==> config.mk <==
export PLATFORM = sky130hd
export DESIGN_NAME = serial_frame_deframer_top_flat
export DESIGN_NICKNAME = d
export VERILOG_FILES = /design/src/rtl/sfd_pkg.sv /design/src/rtl/sfd_in_if.sv /design/src/rtl/sfd_out_if.sv /design/src/rtl/serial_frame_deframer_top.sv /design/src/rtl/sfd_in_stage.sv /design/src/rtl/sfd_parser.sv /design/src/rtl/sfd_out_stage.sv /design/src/flat_wrapper.sv
export VERILOG_INCLUDE_DIRS = /design/src /design/src/rtl
export SDC_FILE = /design/constraint.sdc
export NUM_CORES = 1
export LEC_CHECK = 0
export ABC_AREA = 1
export BUFFER_PORTS_ARGS = -buffer_cell sky130_fd_sc_hd__buf_2
export CORE_UTILIZATION = 45
export DETAILED_ROUTE_END_ITERATION = 10
export PLACE_DENSITY_LB_ADDON = 0.08
export SYNTH_ARGS = -nofsm -noshare
export SYNTH_HDL_FRONTEND = slang
export SYNTH_SLANG_ARGS = --single-unit
==> constraint.sdc <==
create_clock -name clk -period 2 [get_ports clk]
set_input_delay 0.3 -clock clk [delete_from_list [all_inputs] [get_ports clk]]
set_output_delay 0.3 -clock clk [all_outputs]
set_load 0.03 [all_outputs]
==> src/rtl/serial_frame_deframer_top_assert.svh <==
// Assertion macros for the serial frame deframer.
`ifndef SERIAL_FRAME_DEFRAMER_TOP_ASSERT_SVH
`define SERIAL_FRAME_DEFRAMER_TOP_ASSERT_SVH
`ifndef SYNTHESIS
`define SFD_ASSERT_SAME(label, clk, rst, ante, cons) \
  label: assert property (@(posedge clk) disable iff (rst) (ante) |-> (cons)) \
    else $error("sfd assertion failed");
`define SFD_ASSERT_NEXT(label, clk, rst, ante, cons) \
  label: assert property (@(posedge clk) disable iff (rst) (ante) |=> (cons)) \
    else $error("sfd assertion failed");
`else
`define SFD_ASSERT_SAME(label, clk, rst, ante, cons)
`define SFD_ASSERT_NEXT(label, clk, rst, ante, cons)
`endif
`endif

==> src/rtl/sfd_pkg.sv <==
package sfd_pkg;

  typedef enum logic [1:0] {
    PH_HUNT   = 2'd0,
    PH_LENGTH = 2'd1,
    PH_BODY   = 2'd2
  } sfd_phase_t;

  typedef enum logic [2:0] {
    EV_NONE     = 3'd0,
    EV_GOOD     = 3'd1,
    EV_BAD      = 3'd2,
    EV_TIMEOUT  = 3'd3,
    EV_OVERSIZE = 3'd4
  } sfd_event_t;

  localparam logic [7:0] HDR0 = 8'hFA;
  localparam logic [7:0] HDR1 = 8'hFB;
  localparam logic [7:0] TRL0 = 8'hFC;
  localparam logic [7:0] TRL1 = 8'hFD;

  localparam int unsigned CFG_IDX_W = 1;
  localparam logic [CFG_IDX_W-1:0] CFG_MAX_PAYLOAD = 1'b0;
  localparam logic [CFG_IDX_W-1:0] CFG_TIMEOUT     = 1'b1;

  localparam logic [15:0] MAX_PAYLOAD_RST = 16'd256;
  localparam logic [15:0] TIMEOUT_RST     = 16'd100;
  localparam logic [15:0] TICKS_MAX       = 16'hFFFF;

  typedef struct packed {
    logic       action;
    logic [7:0] rx_byte;
  } sfd_item_t;

  typedef struct packed {
    logic [7:0]  payload_byte;
    logic        payload_valid;
    sfd_event_t  frame_event;
    logic [15:0] frame_length;
  } sfd_result_t;

endpackage

==> src/rtl/sfd_in_if.sv <==
interface sfd_in_if;
  logic       valid;
  logic       ready;
  logic       action;
  logic [7:0] rx_byte;

  modport source (output valid, output action, output rx_byte, input ready);
  modport sink (input valid, input action, input rx_byte, output ready);
endinterface

==> src/rtl/sfd_out_if.sv <==
interface sfd_out_if;
  logic        valid;
  logic        ready;
  logic [7:0]  payload_byte;
  logic        payload_valid;
  logic [2:0]  frame_event;
  logic [15:0] frame_length;

  modport source (output valid, output payload_byte, output payload_valid,
                  output frame_event, output frame_length, input ready);
  modport sink (input valid, input payload_byte, input payload_valid,
                input frame_event, input frame_length, output ready);
endinterface

==> src/rtl/serial_frame_deframer_top.sv <==
// channel  dir  fields                                                    transfer
// din      in   action, rx_byte                                           valid & ready
// dout     out  payload_byte, payload_valid, frame_event, frame_length    valid & ready
// cfg      in   cfg_we, cfg_index, cfg_wdata                              cfg_we
//
// dout valid follows the din transfer through the input register, then the result register;
// one item per cycle sustained while dout is ready.
// The parser state updates in the same cycle the result register loads.
// Reset (rst, synchronous): parser idle hunting, max_payload 256, timeout_ticks 100.
// A stalled dout holds the result; din takes one more item into the input register.
`include "serial_frame_deframer_top_assert.svh"

module serial_frame_deframer_top import sfd_pkg::*; (
  input  logic                 clk,
  input  logic                 rst,
  sfd_in_if.sink               din,
  sfd_out_if.source            dout,
  input  logic                 cfg_we,
  input  logic [CFG_IDX_W-1:0] cfg_index,
  input  logic [15:0]          cfg_wdata
);

  logic        item_valid;
  sfd_item_t   item;
  logic        out_free;
  logic        load;
  sfd_result_t res;
  logic        out_quiet;
  logic        out_stall;

  assign load = item_valid && out_free;

  sfd_in_stage u_in (
    .clk        (clk),
    .rst        (rst),
    .din        (din),
    .take       (load),
    .item_valid (item_valid),
    .item       (item)
  );

  sfd_parser u_parser (
    .clk       (clk),
    .rst       (rst),
    .cfg_we    (cfg_we),
    .cfg_index (cfg_index),
    .cfg_wdata (cfg_wdata),
    .load      (load),
    .item      (item),
    .res       (res)
  );

  sfd_out_stage u_out (
    .clk    (clk),
    .rst    (rst),
    .load   (load),
    .res_in (res),
    .free   (out_free),
    .dout   (dout)
  );

  assign out_quiet = !dout.payload_valid && (dout.frame_event == EV_NONE) &&
                     (dout.frame_length == 16'd0);
  assign out_stall = dout.valid && !dout.ready;

  `SFD_ASSERT_NEXT(a_load_fills_out, clk, rst, load, dout.valid)
  `SFD_ASSERT_NEXT(a_tick_quiet, clk, rst, load && item.action, out_quiet)
  `SFD_ASSERT_SAME(a_payload_no_event, clk, rst, dout.valid && dout.payload_valid, dout.frame_event == EV_NONE)
  `SFD_ASSERT_NEXT(a_stall_hold, clk, rst, out_stall, dout.valid && $stable(dout.frame_length))

endmodule

==> src/rtl/sfd_in_stage.sv <==
module sfd_in_stage import sfd_pkg::*; (
  input  logic      clk,
  input  logic      rst,
  sfd_in_if.sink    din,
  input  logic      take,
  output logic      item_valid,
  output sfd_item_t item
);

  logic accept;

  assign din.ready = !item_valid || take;
  assign accept    = din.valid && din.ready;

  always_ff @(posedge clk) begin
    if (rst) begin
      item_valid <= 1'b0;
    end else if (accept) begin
      item_valid <= 1'b1;
    end else if (take) begin
      item_valid <= 1'b0;
    end
  end

  always_ff @(posedge clk) begin
    if (accept) begin
      item.action  <= din.action;
      item.rx_byte <= din.rx_byte;
    end
  end

endmodule

==> src/rtl/sfd_parser.sv <==
module sfd_parser import sfd_pkg::*; (
  input  logic                 clk,
  input  logic                 rst,
  input  logic                 cfg_we,
  input  logic [CFG_IDX_W-1:0] cfg_index,
  input  logic [15:0]          cfg_wdata,
  input  logic                 load,
  input  sfd_item_t            item,
  output sfd_result_t          res
);

  logic [15:0] max_payload;
  logic [15:0] timeout_ticks;

  sfd_phase_t  phase, phase_next;
  logic [16:0] byte_count, byte_count_next;
  logic [7:0]  held_byte, held_byte_next;
  logic [7:0]  length_high, length_high_next;
  logic [15:0] payload_length, payload_length_next;
  logic [7:0]  running_sum, running_sum_next;
  logic        tail_ok, tail_ok_next;
  logic [15:0] elapsed_ticks, elapsed_ticks_next;

  logic [7:0]  b;
  logic [15:0] len_word;
  logic [16:0] len_ext;
  logic        oversize;
  logic        timed_out;
  logic        in_payload;
  logic        at_sum;
  logic        at_trl0;
  logic        hunt_hit;
  logic        ovs_hit;

  always_ff @(posedge clk) begin
    if (rst) begin
      max_payload   <= MAX_PAYLOAD_RST;
      timeout_ticks <= TIMEOUT_RST;
    end else if (cfg_we) begin
      unique case (cfg_index)
        CFG_MAX_PAYLOAD: max_payload   <= cfg_wdata;
        CFG_TIMEOUT:     timeout_ticks <= cfg_wdata;
        default:         ;
      endcase
    end
  end

  assign b          = item.rx_byte;
  assign len_word   = {length_high, b};
  assign len_ext    = {1'b0, payload_length};
  assign oversize   = len_word > max_payload;
  assign timed_out  = elapsed_ticks >= timeout_ticks;
  assign in_payload = byte_count < len_ext;
  assign at_sum     = byte_count == len_ext;
  assign at_trl0    = byte_count == len_ext + 17'd1;
  assign hunt_hit   = (byte_count == 17'd1) && (held_byte == HDR0) && (b == HDR1);
  assign ovs_hit    = (length_high == HDR0) && (b == HDR1);

  // next state
  always_comb begin
    phase_next          = phase;
    byte_count_next     = byte_count;
    held_byte_next      = held_byte;
    length_high_next    = length_high;
    payload_length_next = payload_length;
    running_sum_next    = running_sum;
    tail_ok_next        = tail_ok;
    elapsed_ticks_next  = elapsed_ticks;
    if (item.action) begin
      if (elapsed_ticks != TICKS_MAX) begin
        elapsed_ticks_next = elapsed_ticks + 16'd1;
      end
    end else begin
      unique case (phase)
        PH_LENGTH: begin
          priority if (byte_count == 17'd0) begin
            length_high_next = b;
            byte_count_next  = 17'd1;
          end else if (oversize) begin
            // recheck the two length bytes as a header
            held_byte_next = length_high;
            if (ovs_hit) begin
              phase_next      = PH_LENGTH;
              byte_count_next = 17'd0;
            end else begin
              phase_next      = PH_HUNT;
              held_byte_next  = b;
              byte_count_next = 17'd1;
            end
          end else begin
            payload_length_next = len_word;
            phase_next          = PH_BODY;
            byte_count_next     = 17'd0;
            running_sum_next    = 8'd0;
            tail_ok_next        = 1'b1;
            elapsed_ticks_next  = 16'd0;
          end
        end
        PH_BODY: begin
          priority if (timed_out) begin
            phase_next      = PH_HUNT;
            byte_count_next = 17'd0;
          end else if (in_payload) begin
            running_sum_next = running_sum + b;
            byte_count_next  = byte_count + 17'd1;
          end else if (at_sum) begin
            tail_ok_next    = tail_ok && (b == running_sum);
            byte_count_next = byte_count + 17'd1;
          end else if (at_trl0) begin
            tail_ok_next    = tail_ok && (b == TRL0);
            byte_count_next = byte_count + 17'd1;
          end else begin
            phase_next      = PH_HUNT;
            byte_count_next = 17'd0;
          end
        end
        default: begin
          if (hunt_hit) begin
            phase_next      = PH_LENGTH;
            byte_count_next = 17'd0;
          end else begin
            phase_next      = PH_HUNT;
            held_byte_next  = b;
            byte_count_next = 17'd1;
          end
        end
      endcase
    end
  end

  // result
  always_comb begin
    res = '{payload_byte: 8'd0, payload_valid: 1'b0, frame_event: EV_NONE,
            frame_length: 16'd0};
    if (!item.action) begin
      unique case (phase)
        PH_LENGTH: begin
          if ((byte_count != 17'd0) && oversize) begin
            res.frame_event  = EV_OVERSIZE;
            res.frame_length = len_word;
          end
        end
        PH_BODY: begin
          res.frame_length = payload_length;
          priority if (timed_out) begin
            res.frame_event = EV_TIMEOUT;
          end else if (in_payload) begin
            res.payload_byte  = b;
            res.payload_valid = 1'b1;
          end else if (at_sum || at_trl0) begin
            res.frame_event = EV_NONE;
          end else begin
            res.frame_event = (tail_ok && (b == TRL1)) ? EV_GOOD : EV_BAD;
          end
        end
        default: ;
      endcase
    end
  end

  always_ff @(posedge clk) begin
    if (rst) begin
      phase          <= PH_HUNT;
      byte_count     <= 17'd0;
      held_byte      <= 8'd0;
      length_high    <= 8'd0;
      payload_length <= 16'd0;
      running_sum    <= 8'd0;
      tail_ok        <= 1'b1;
      elapsed_ticks  <= 16'd0;
    end else if (load) begin
      phase          <= phase_next;
      byte_count     <= byte_count_next;
      held_byte      <= held_byte_next;
      length_high    <= length_high_next;
      payload_length <= payload_length_next;
      running_sum    <= running_sum_next;
      tail_ok        <= tail_ok_next;
      elapsed_ticks  <= elapsed_ticks_next;
    end
  end

endmodule

==> src/rtl/sfd_out_stage.sv <==
module sfd_out_stage import sfd_pkg::*; (
  input  logic        clk,
  input  logic        rst,
  input  logic        load,
  input  sfd_result_t res_in,
  output logic        free,
  sfd_out_if.source   dout
);

  logic        valid;
  sfd_result_t res;

  assign free = !valid || dout.ready;

  always_ff @(posedge clk) begin
    if (rst) begin
      valid <= 1'b0;
    end else if (load) begin
      valid <= 1'b1;
    end else if (dout.ready) begin
      valid <= 1'b0;
    end
  end

  always_ff @(posedge clk) begin
    if (load) begin
      res <= res_in;
    end
  end

  assign dout.valid         = valid;
  assign dout.payload_byte  = res.payload_byte;
  assign dout.payload_valid = res.payload_valid;
  assign dout.frame_event   = res.frame_event;
  assign dout.frame_length  = res.frame_length;

endmodule
==> src/flat_wrapper.sv <==
// flat-port wrapper written by rule: the top's interface ports become plain ports
module serial_frame_deframer_top_flat import sfd_pkg::*;
  (clk, rst, cfg_we, cfg_index, cfg_wdata, din_valid, din_action, din_rx_byte, din_ready, dout_valid, dout_payload_byte, dout_payload_valid, dout_frame_event, dout_frame_length, dout_ready);
  sfd_in_if din_i ();
  sfd_out_if dout_i ();
  input  logic clk;
  input  logic rst;
  input  logic cfg_we;
  input  logic [CFG_IDX_W-1:0] cfg_index;
  input  logic [15:0] cfg_wdata;
  input wire logic [$bits(din_i.valid)-1:0] din_valid;
  input wire logic [$bits(din_i.action)-1:0] din_action;
  input wire logic [$bits(din_i.rx_byte)-1:0] din_rx_byte;
  output wire logic [$bits(din_i.ready)-1:0] din_ready;
  output wire logic [$bits(dout_i.valid)-1:0] dout_valid;
  output wire logic [$bits(dout_i.payload_byte)-1:0] dout_payload_byte;
  output wire logic [$bits(dout_i.payload_valid)-1:0] dout_payload_valid;
  output wire logic [$bits(dout_i.frame_event)-1:0] dout_frame_event;
  output wire logic [$bits(dout_i.frame_length)-1:0] dout_frame_length;
  input wire logic [$bits(dout_i.ready)-1:0] dout_ready;
  assign din_i.valid = din_valid;
  assign din_i.action = din_action;
  assign din_i.rx_byte = din_rx_byte;
  assign din_ready = din_i.ready;
  assign dout_valid = dout_i.valid;
  assign dout_payload_byte = dout_i.payload_byte;
  assign dout_payload_valid = dout_i.payload_valid;
  assign dout_frame_event = dout_i.frame_event;
  assign dout_frame_length = dout_i.frame_length;
  assign dout_i.ready = dout_ready;
  serial_frame_deframer_top u_core (.clk(clk), .rst(rst), .din(din_i), .dout(dout_i), .cfg_we(cfg_we), .cfg_index(cfg_index), .cfg_wdata(cfg_wdata));
endmodule
* After elaboration in Yosys (flattened, before gate mapping) *
Cells that the tools add are included.

operators by class
  $add $sub $neg = 4
  magnitude comparators = 3
  equal/unequal tests = 26
  muxes and demuxes = 51
  bitwise operators = 6
  reductions and logical operators = 32

operator list
  operator                                                           count
  17-bit 2-to-1 mux                                                  6
  16-bit 2-to-1 mux                                                  5
  8-bit 2-to-1 mux                                                   8
  8-bit == test (second input constant)                              5
  19-bit one-hot mux with 2 select lines                             1
  17-bit one-hot mux with 2 select lines                             1
  8-bit one-hot mux with 2 select lines                              2
  19-bit 2-to-1 mux                                                  1
  16-bit by 1-bit adder with 17-bit output (second input constant)   1
  17-bit by 1-bit adder with 17-bit output (second input constant)   1
  17-bit by 1-bit == test with 1-bit output (second input constant)  1
  17-bit by 16-bit == test with 1-bit output                         1
  17-bit == test                                                     1
  17-bit zero test                                                   1
  17-bit by 16-bit less-than comparator with 1-bit output            1
  17-bit nonzero test                                                1
  16-bit by 1-bit adder with 16-bit output (second input constant)   1
  16-bit greater-or-equal comparator                                 1
  16-bit > comparator                                                1
  2-bit 2-to-1 mux                                                   8
  16-bit inequality test (second input constant)                     1
  1-bit 2-to-1 mux                                                   15
  2-bit inequality test (second input constant)                      7
  3-bit inequality test (second input constant)                      4
  21 further kinds                                                   47

word-level totals
  register bits after elaboration = 147
  input bits = 31
  logic and storage cells = 140

* Longest topological paths before layout *
  word-level depth = 7
  mapped depth = 19
  depth with buffers taken out = 19

* Hierarchy *
From an unflattened synthesis, not the netlist that was laid out.

second synthesis, totals
  cell total of the unflattened synthesis = 1119
  area total of the unflattened synthesis = 8348.0 µm²

by module, submodules not included
  module                     times used  cells an instance  area each (µm²)
  sfd_parser                 1           1069               7139.3
  sfd_out_stage              1           33                 883.3
  sfd_in_stage               1           15                 317.8
  serial_frame_deframer_top  1           2                  7.5

* Worst setup path before layout *
Ideal clock, no wire load.

  path type = reg-to-reg
  start point = register u_core.u_in.item[1] (netlist name)
  end point = register u_core.u_parser.elapsed_ticks[6]
  arrival = 2035 ps
  data required time = 1882 ps
  slack = -153 ps
  stages on the path, launching flop included = 15
  buffers on the path = 1
  clock period less this slack = 2153 ps
  cells stage by stage = edfxtp_1 ha_1 a21oi_1 o21ai_0 nand2_1 nand2_1 nand2_1 nand2_1 nand2_1 nand2_1 o21ai_0 nand2_2 buf_2 nor3_1 nor2_1

between the ends
  longest elaborated chain between the ends = 3

ends and longest elaborated chain
  element                                                            line               source
  16-bit > comparator                                                sfd_parser.sv:51   assign oversize = len_word > max_payload;
  2-bit by 1-bit inequality test with 1-bit output (no source line)  --
  5-bit AND reduction (no source line)                               --
  end signal: assignment                                             sfd_parser.sv:179  elapsed_ticks <= elapsed_ticks_next;
  end: declaration                                                   sfd_parser.sv:22   logic [15:0] elapsed_ticks, elapsed_ticks_next;

Every way passes these cells.
A chain may end at the register's enable or synchronous reset.

* Final worst setup path *
  start point = register u_core.u_parser.length_high[6]
  end point = register u_core.u_out.res, in the netlist u_core.u_out.dout.frame_length[4] (data pin)

between the ends
  longest elaborated chain between the ends = 4

ends and longest elaborated chain
  element                                 line                 source
  start: declaration                      sfd_parser.sv:18     logic [7:0] length_high, length_high_next;
  start signal: assignment                sfd_parser.sv:175    length_high <= length_high_next;
  16-bit > comparator                     sfd_parser.sv:51
  1-bit logical AND                       sfd_parser.sv:138    if ((byte_count != 17'd0) && oversize) begin
  19-bit 2-to-1 mux                       sfd_parser.sv:138
  19-bit one-hot mux with 2 select lines  sfd_parser.sv:136    unique case (phase)
  end signal: assignment                  sfd_out_stage.sv:27  res <= res_in;
  end: declaration                        sfd_out_stage.sv:11  sfd_result_t res;

Every way passes these cells.

==> run summary <==
Critical Path AT: 2.52 ns
outcome: finished, violations left
Primary FF master, synth: dfxtp_1
largest net degree at the start of global routing: 75
crit path time final: 2.245 ns
RSZ-0062 raised after global routing: true
number of placed I/O pins: 61
Final period util: 1.123
netlist area before placement: 8577 um2
Final Setup Violations: 95
number of hold buffers added after cts: 0
total global routing overflow: 0
layout net count: 1538
PwrDens: 551.3 nW/um2
post-placement cell area: 10560 um2
asr flop ratio synth: 0
Detailed Route WL: 29100 um
peak clock frequency supported by timing: 445.4 MHz
clock transition time at the flip-flop clock pins of the worst setup and hold paths: 0.07 ns
TritonCTS sink count: 147
chip height: 140.1 um
number of buffers between clock root and the deepest sink: 2
n_diodes: 0
routed wire length per instance: 17.21 um
HPWL after DPL: 19650 um
ranking of synthesized cells by area: dfxtp_1 26%, edfxtp_1 13%, nand2_1 9.5%, ha_1 9.0%, a21oi_1 7.4%
H-Tree Level Count: 4
accumulated negative setup slack: -14.47 ns
length in cells of the worst reg-to-reg path: 12
synthesis-to-layout area growth: 54.98%
category of the critical setup timing path: flip-flop to flip-flop
most area-hungry cell type in the Yosys netlist: dfxtp_1
Max Clock Skew: 0.01185 ns
share of layout cells above drive strength 1: 0.4544
post-synthesis instance total: 1156
synthesis-stage register bit count: 147
Tightest Hold Check Type: primary input to flip-flop
drt pass-1 iters: 5
wire length of the first global-routing pass: 43460 um
Inserted Clock Buffers: 17
final hold violations: 0
die extent in x: 140.1 um
cell at the root of the clock tree: clkbuf_16
share of the core filled with cells in the final layout: 0.7106
kind of start point of the critical path: flip-flop
routed length on met1: 11740 um
Max stage delay cell, worst path: dfxtp_1
vias after detailed routing: 9098
number of buffers inserted by port buffering: 60
routability-driven placement congestion ratio: 0.8982
insertion delay to the later sink of the worst-skew pair: 0.44 ns
post-synth cell types: 45
peak fanout along the critical path: 5
via count of the first global-routing pass: 8526
WL met3: 1400 um
placed cell count: 1611
Synth top area share: 0.2567
row count: 50
post-detailed-route DRC marker count: 0
post-layout worst setup margin: -0.2451 ns
violated checks: negative setup slack
max-capacitance violation count: 0
cell area after layout: 13290 um2
CTS tree: done
number of cells on the worst hold path: 1
Std-Cell Core Area: 18710 um2
Worst IR Drop VDD: 0.6147 mV
average size of a mapped cell: 7.420 um2
required time at the endpoint of the critical path: 2.28 ns
EDFF count, synth: 37
highest routed metal layer: met4
DRC violation total after the first TritonRoute iteration: 459
overall die area: 19620 um2
Yosys warning count: 0
worst-margin pin slew: 0.7649 ns
number of antenna violations at the first check in global routing: 0
fill cell instance count of the final layout: 1439
global routing usage summed across all routing layers: 0.2861
leakage: 5.728 nW
Initial Utilization: 0.4585
post-layout instance count excluding filler cells: 1691
routed vias/inst: 5.380
count of pins over their slew limit: 0
hold_ws: 0.02964 ns
maximum single-stage delay on the critical path: 0.37 ns
Critical Path Sink Type: flip-flop
leading cell type by number of instances after synthesis: nand2_1
share of synthesized area occupied by flip-flops and latches: 0.3863
Slew Limit Headroom: 0.4895
number of nets produced by synthesis: 1250
top post-synthesis cells by count: 216 x nand2_1, 142 x inv_1, 127 x a21oi_1, 111 x nor2_1, 110 x dfxtp_1
wire length on met2: 14590 um
crit path cell chain: ha_4 -> nand4_1 -> buf_4 -> a21oi_2 -> nor2_2 -> nand2_2 -> nand2_4 -> a21oi_4 -> nand3_4 -> buf_12 -> buf_8 -> o22ai_4
final antenna-violating net count: 0
flip-flops by register name, indices dropped and copies added, names as in the netlist, 2 cells and up:
signal                          count
u_core.u_parser.running_sum         8
u_core.u_out.dout.frame_event       3
u_core.u_parser.phase               2
u_core.u_parser.timeout_ticks      16
u_core.u_parser.max_payload        16
u_core.u_parser.byte_count         17
u_core.u_parser.held_byte           8
u_core.u_parser.payload_length     16
u_core.u_out.dout.payload_byte      8
u_core.u_out.dout.frame_length     16
u_core.u_parser.length_high         8
u_core.u_in.item                    9
u_core.u_parser.elapsed_ticks      16
routing by layer:
layer,GRT usage,vias to the layer above
met5,0,-
met2,0.4947,283
met4,0.1446,0
met3,0.04171,87
li1,-,4469
met1,0.3466,4259
kinds of logic (layout without fill, tap and decap cells):
group                    Yosys count  after routing  synth area share
adder cells (fa/ha/maj)           63             63           0.09278
flip-flops                       147            147            0.3863
buffers and inverters            184            484           0.08432
AO/OA/AOI/OAI                    250            250            0.1522
XOR/XNOR                          35             35           0.03574
AND/OR/NAND/NOR                  477            478            0.2487
repair_timing:
item,in CTS,in global routing
gates resized for setup,213,241
buffers inserted,21,22
pin swaps,67,67
cloned,5,4
endpoints found under the setup margin,99,103
worst max-delay path: cells and delay by family (launching register included):
kind | cells | cell delay (ns)
compound gates | 3 | 0.37
fa+ha+maj | 1 | 0.29
buf+inv | 3 | 0.50
flops | 1 | 0.37
simple gates | 5 | 0.54
power by group:
group	switching [mW]	total, mW	internal [mW]
combinational	0.548	0.916	0.368
clock	1.56	3.25	1.70
sequential	0.0410	3.16	3.12
cell usage in the layout (no fill, tap or decap), drive strengths merged, types with 3 or more instances in the layout:
cell type,instances
edfxtp,37
nor4,7
o21ai,99
nor2,120
o22ai,8
a21oi,127
inv,152
clkinv,11
ha,62
clkbuf,19
nand4,38
o211ai,5
dfxtp,110
nor3,22
buf,300
or2,3
xnor2,3
nand2,226
nand3,56
xor2,32
metrics by stage:
stage,worst slack (ns),power (mW)
after global placement,-0.3460,3.913
after CTS,-0.2023,7.250
final,-0.2451,7.329
after detailed placement,-0.4235,3.919
after global routing,-0.4281,7.586
after floorplan,-0.07840,3.620
area by class of cell:
type | instances | area (um2) | area share
multi-input cells | 826 | 5978 | 0.4497
flip-flops and latches | 147 | 3393 | 0.2553
repair buffers | 302 | 2391 | 0.1799
inverters | 147 | 590.6 | 0.04443
clock buffers | 17 | 425.4 | 0.03200
well taps | 234 | 292.8 | 0.02203
clock inverters | 15 | 180.2 | 0.01355
repair inverters | 3 | 41.29 | 0.003106
final timing paths:
check / end / start / slack (ns)
hold / removal: u_core.u_in.item[3] / din_rx_byte[3] / 0.03
setup / recovery: u_core.u_out.dout.frame_length[4] / u_core.u_parser.length_high[6] / -0.25
hold reg to reg: u_core.u_parser.held_byte[2] / u_core.u_parser.held_byte[2] / 0.48
setup reg to reg: u_core.u_out.dout.frame_length[4] / u_core.u_parser.length_high[6] / -0.25
Note: power is estimated with default switching activity, not from simulation.
